$ cat src/rtl/assert_macros.svh
// assertion macros shared by the hash insert block
`ifndef ASSERT_MACROS_SVH
`define ASSERT_MACROS_SVH

// same-cycle implication
`define HTP_ASSERT_SAME(label, clk_s, rst_s, ante, cons) \
    label: assert property (@(posedge clk_s) disable iff (!rst_s) (ante) |-> (cons)) \
        else $error("htp assertion failed");

// next-cycle implication
`define HTP_ASSERT_NEXT(label, clk_s, rst_s, ante, cons) \
    label: assert property (@(posedge clk_s) disable iff (!rst_s) (ante) |=> (cons)) \
        else $error("htp assertion failed");

`endif

$ cat src/rtl/htp_pkg.sv
// shared constants and control types of the hash insert block
package htp_pkg;

    localparam int TABLE_DEPTH_DEF = 1024;
    localparam int HANDLE_BITS_DEF = 16;

    localparam int CFG_W    = 11;
    localparam int DIGIT_W  = 4;
    localparam int HANDLE_W = 16;
    localparam int SLOT_W   = 10;
    localparam int PROBE_W  = 11;
    localparam int TOTAL_W  = 32;
    localparam int HASH_W   = 11;
    localparam int CNT_W    = 4;
    localparam int STEP_PAD = HASH_W - DIGIT_W;

    localparam int HUNDRED = 100;
    localparam int TEN     = 10;

    typedef struct packed {
        logic idle;
        logic clear_wr;
        logic accept;
        logic latch_home;
        logic latch_step;
        logic probe;
        logic finish;
    } htp_cmd_t;

    typedef struct packed {
        logic in_valid;
        logic clear_last;
        logic rem_done;
        logic slot_busy;
        logic next_home;
        logic out_free;
    } htp_sts_t;

endpackage

$ cat src/rtl/htp_ctrl.sv
// insert sequencer: clearing pass, hashing, probing and result hand-off
module htp_ctrl (
    input  logic              clk,
    input  logic              rst_n,
    input  htp_pkg::htp_sts_t sts,
    output htp_pkg::htp_cmd_t cmd
);

    typedef enum logic [6:0] {
        S_CLEAR = 7'b0000001,
        S_IDLE  = 7'b0000010,
        S_HASH  = 7'b0000100,
        S_STEP  = 7'b0001000,
        S_READ  = 7'b0010000,
        S_CHECK = 7'b0100000,
        S_DONE  = 7'b1000000
    } state_t;

    state_t state_reg;
    state_t state_next;

    always_comb
    begin
        state_next = state_reg;
        cmd        = '0;
        case (state_reg)
            S_CLEAR:
            begin
                cmd.clear_wr = 1'b1;
                if (sts.clear_last)
                begin
                    state_next = S_IDLE;
                end
            end
            S_IDLE:
            begin
                cmd.idle = 1'b1;
                if (sts.in_valid)
                begin
                    cmd.accept = 1'b1;
                    state_next = S_HASH;
                end
            end
            S_HASH:
            begin
                if (sts.rem_done)
                begin
                    cmd.latch_home = 1'b1;
                    state_next     = S_STEP;
                end
            end
            S_STEP:
            begin
                if (sts.rem_done)
                begin
                    cmd.latch_step = 1'b1;
                    state_next     = S_READ;
                end
            end
            S_READ:
            begin
                state_next = S_CHECK;
            end
            S_CHECK:
            begin
                if (!sts.slot_busy)
                begin
                    state_next = S_DONE;
                end
                else
                begin
                    cmd.probe  = 1'b1;
                    state_next = sts.next_home ? S_DONE : S_READ;
                end
            end
            S_DONE:
            begin
                if (sts.out_free)
                begin
                    cmd.finish = 1'b1;
                    state_next = S_IDLE;
                end
            end
            default:
            begin
                state_next = S_CLEAR;
            end
        endcase
    end

    always_ff @(posedge clk or negedge rst_n)
    begin
        if (!rst_n)
        begin
            state_reg <= S_CLEAR;
        end
        else
        begin
            state_reg <= state_next;
        end
    end

endmodule

$ cat config.mk
export PLATFORM = sky130hd
export DESIGN_NAME = htp_ctrl
export DESIGN_NICKNAME = d
export VERILOG_FILES = /design/src/rtl/assert_macros.svh /design/src/rtl/htp_pkg.sv /design/src/rtl/htp_ctrl.sv
export SDC_FILE = /design/constraint.sdc
export NUM_CORES = 1
export LEC_CHECK = 0
export ABC_AREA = 1
export BUFFER_PORTS_ARGS = -buffer_cell sky130_fd_sc_hd__buf_2
export CAP_MARGIN = 10
export CORE_AREA = 8 8 45 47
export DETAILED_ROUTE_END_ITERATION = 12
export DIE_AREA = 0 0 53 55
export PLACE_DENSITY = 0.59
export SYNTH_ARGS = -nofsm -noshare
export SYNTH_HDL_FRONTEND = slang
export SYNTH_SLANG_ARGS = --single-unit
export TNS_END_PERCENT = 30
$ cat constraint.sdc
create_clock -name clk -period 1.5 [get_ports clk]
set_input_delay 0.075 -clock clk [delete_from_list [all_inputs] [get_ports clk]]
set_output_delay 0.075 -clock clk [all_outputs]
set_load 0.005 [all_outputs]
### Word level (Yosys, flattened, before mapping)

Index checks and enable logic that the tools add are counted.

| cells by class | value |
|---|---|
| equal/unequal tests | 12 |
| muxes and demuxes | 19 |
| reduce and logical (&&, ||, !) cells | 1 |

Operator list:

| operator | count |
|---|---|
| two-way mux 7 bit | 7 |
| one-hot mux 7 bit (7 select lines) | 1 |
| two-way mux 1 bit | 11 |
| inequality test 2 bit, second input constant | 5 |
| equality test 7 x 1 -> 1 bit, second input constant | 1 |
| equality test 7 x 2 -> 1 bit, second input constant | 1 |
| equality test 7 x 3 -> 1 bit, second input constant | 1 |
| equality test 7 x 4 -> 1 bit, second input constant | 1 |
| equality test 7 x 5 -> 1 bit, second input constant | 1 |
| equality test 7 x 6 -> 1 bit, second input constant | 1 |
| equality test 7 bit, second input constant | 1 |
| AND reduction 5 bit | 1 |

| word-level totals | value |
|---|---|
| bits in registers | 7 |

### Depth between registers and ports, before layout

| logic depth | value |
|---|---|
| word-level depth | 3 |
| gate-level depth with buffers | 8 |
| mapped depth without buffers | 8 |

### Worst setup path before layout

Ideal clock, no wire load.

| timing | value |
|---|---|
| kind | reg2reg |
| start point | reg state_reg[0] |
| end point | reg state_reg[4] |
| setup time | 0.071 ns |
| arrival time | 1.039 ns |
| required time | 1.429 ns |
| path slack | 0.390 ns |
| cell stages (with the launch flop) | 9 |
| path buffers | 0 |
| period minus slack after synthesis | 1.110 ns |
| cells stage by stage | dfstp_2 > inv_1 > nand2_1 > nor2_1 > nand2_2 > nand2_1 > nand2_2 > nand3_1 > nor2_1 |

| between the ends | value |
|---|---|
| longest elaborated chain between the ends | 3 |
| elaborated cells on any way between the ends | 14 |
| those cells by class | eq/ne: 12; mux: 1; reduce/logical: 1 |

RTL lines:

| item | RTL line | source |
|---|---|---|
| start, declared | htp_ctrl.sv:19 | `state_t state_reg;` |
| start signal, assigned | htp_ctrl.sv:99 | `state_reg <= state_next;` |
| equality test 7 x 2 -> 1 bit (tied with other cells) | htp_ctrl.sv:26 | `case (state_reg)` |
| inequality test 2 bit (no line) | - |  |
| AND reduction 5 bit (no line) | - |  |

Several ways; a longest one is shown, not always the timed one.
A chain may end at the register's enable or synchronous reset.

==> flow_summary_export.csv <==
group,metric,value,unit
clocking,ctsLongestPathBuffers,2,
yosys,synthCells,75,
detailed_routing,wl_met3,62,um
finish,fillCellCount,163,
critical_path,end_kind,"output pin",
floorplan,start_util,35.3,%
detailed_routing,routedWlPerCell,10.1,um
placement,place_area,578,um2
global_routing,grt_use_total,9.50,%
clocking,clock_latency,0.25,ns
critical_path,critPathMaxFanout,6,
global_routing,grt_pass1_wl,1950,um
detailed_routing,drt_iter0_drc,9,
clocking,clkSinkCount,7,
detailed_routing,drt_wl_total,1120,um
timing,relSlewSlack,85.0,%
yosys,synth_area_leaders,"dfrtp_1, nand2_1, inv_1, nor2_1, dfstp_2",
floorplan,die_area,2920,um2
timing,fmax,0.732,GHz
timing,setup_viol,0,
finish,largest_register_ffs,7,
floorplan,rows,14,
clocking,post-cts-setup-buffers,0,
power,leakagePower,0.393,nW
clocking,cts_root_buffer,"clkbuf_4",
clocking,cts_inserted_buffers,3,
timing,slew_violations,0,
timing,period_needed,1.37,ns
critical_path,worstPathCellList,"inv_2 -> nand2_4 -> nor2_4 -> nand2_1 -> nor2_1 -> buf_2",
clocking,clk_pin_slew,0.05,ns
timing,timing.final.crit_share,91.1,%
floorplan,die_h,55,um
finish,multi_input_comb_area,253,um2
timing,rsz0062_at_grt,"no",
finish,area_growth_syn_to_layout,26.9,%
finish,design_area,619,um2
critical_path,slowest_delay,0.40,ns
finish,drive_above_1_share,29.8,%
critical_path,critPathLaunchType,"register",
placement,portBuffers,14,
yosys,synth_top_area_cell,"dfrtp_1",
global_routing,grt-ovfl-total,0,
critical_path,slowest_stage,"dfrtp_1",
clocking,cts_htree_levels,1,
yosys,ys_top_cells_by_count,"nand2_1, inv_1, nor2_1, dfrtp_1",
yosys,yosysMostFrequentCell,"nand2_1",
detailed_routing,route.met2.wl,480,um
global_routing,antenna_found_initial,0,
global_routing,grt_pass1_vias,485,
critical_path,critical_path_class,"reg2out",
timing,worstMarginPinSlew,0.224,ns
finish,insertedDiodeCount,0,
floorplan,pin_count,15,
clocking,cts_tree,"built",
power,ir_worst_vdd,534,uV
yosys,synth_cell_type_count,18,
yosys,synth_top_area_share,30.8,%
run,maxCapViolCount,0,
yosys,ys_seq_area_share,36.2,%
min_path,hold_path_class,"in2reg",
yosys,synth_ff_type,"dfrtp_1",
finish,seq_area,176,um2
yosys,synth_area_per_cell,6.51,um2
detailed_routing,wirelength_met1,535,um
timing,finalSetupTns,0,ns
outcome,status,"finished, final reports clean",
detailed_routing,vias,506,
detailed_routing,drc_errors,0,
detailed_routing,dr.pass1.iters,4,
floorplan,dieWidth,53,um
detailed_routing,ant_nets,0,
floorplan,core_area,1380,um2
global_routing,grt_max_degree,8,
yosys,ys_warn_count,0,
yosys,synth_edf_count,0,
yosys,syn_area,488,um2
yosys,synthArstFlopShare,100,%
placement,detailed_place_hpwl,923,um
power,p_per_area,1250,nW/um2
timing,hold_viol,0,
yosys,ys_seq_elements,7,
critical_path,worstPathRequired,1.42,ns
yosys,syn-num-nets,83,
critical_path,cp.arrival,1.29,ns
timing,finClkSkew,0.00480,ns
finish,nNetsFinal,103,
detailed_routing,highest_layer,"met4",
detailed_routing,viasPerCell,4.60,
placement,place.gp.congestion,0.734,
==> layout make-up <==
type	instances	share of cell area, %
Timing Repair Buffer	15	12.9
Multi-Input combinational cell	51	40.8
Clock buffer	4	4.24
Sequential cell	7	28.5
Inverter	17	10.3
Tap cell	16	3.23
==> logic make-up (layout without fill, tap and decap cells) <==
kind of cell	count (synthesis)	in the layout	synth area share [%]
and+or+nand+nor	48	48	47.4
buffers and inverters	17	36	13.1
DFF	7	7	36.2
AOI/OAI and AO/OA	3	3	3.33
==> critical path, delay by kind of cell (launching register included) <==
family                 cells  cell delay [ns]
and+or+nand+nor            4             0.45
buffers and inverters      2             0.19
DFF                        1             0.40
==> power breakdown <==
group          leakage (nW)  total [mW]  switching, mW  internal [mW]
combinational         0.285       0.351          0.223          0.129
sequential           0.0926       0.250         0.0153          0.235
clock                0.0150       0.172         0.0703          0.102
==> layout by cell type, fill, tap and decap left out, types with 2 or more instances in the layout <==
| master | count |
|---|---|
| nand4_1 | 4 |
| dfrtp_1 | 6 |
| nor2_1 | 11 |
| inv_2 | 2 |
| nand2_2 | 3 |
| nand2_1 | 18 |
| nand3_1 | 4 |
| inv_1 | 15 |
| nor2_2 | 2 |
| buf_2 | 14 |
| clkbuf_4 | 3 |
==> per-layer routing <==
| metal | vias to the layer above | global-route usage (%) |
|---|---|---|
| met2 | 16 | 13.9 |
| li1 | 270 | - |
| met5 | - | 0 |
| met1 | 216 | 10.3 |
| met4 | 0 | 11.6 |
| met3 | 4 | 2.14 |
==> stage by stage <==
stage	util [%]	hold WS [ns]	power (mW)	setup slack, ns	cells
6_report	44.8	0.0209	0.773	0.133	110
5_1_grt	44.8	0.0264	0.864	0.0167	110
4_1_cts	44.4	0.0131	0.777	0.104	110
3_5_place_dp	41.8	-0.0842	0.595	0.287	105
3_3_place_gp	41.8	-0.0856	0.594	0.284	105
2_1_floorplan	-	-0.221	0.499	0.390	75
==> worst paths after layout <==
kind                                     startpoint                  endpoint  slack [ns]  cells after the start
hold / removal                               sts[3]  state_reg[2]$_DFFE_PN0P_        0.02                      2
setup / recovery           state_reg[4]$_DFFE_PN0P_                    cmd[4]        0.13                      6
hold reg to reg            state_reg[6]$_DFFE_PN0P_  state_reg[5]$_DFFE_PN0P_        0.60                      3
max in group asynchronous                     rst_n  state_reg[0]$_DFFE_PN1P_        1.09                      2
min in group asynchronous                     rst_n  state_reg[2]$_DFFE_PN0P_        0.18                      2
setup reg to reg           state_reg[0]$_DFFE_PN1P_  state_reg[3]$_DFFE_PN0P_        0.26                      8
==> what timing repair did <==
item | CTS | global route
endpoints found under the setup margin | 0 | 1
hold endpoints to repair | 7 | 0
hold buffers | 1 | 0
resized for setup | 0 | 2
No activity file was read; power rests on OpenSTA's default activity.
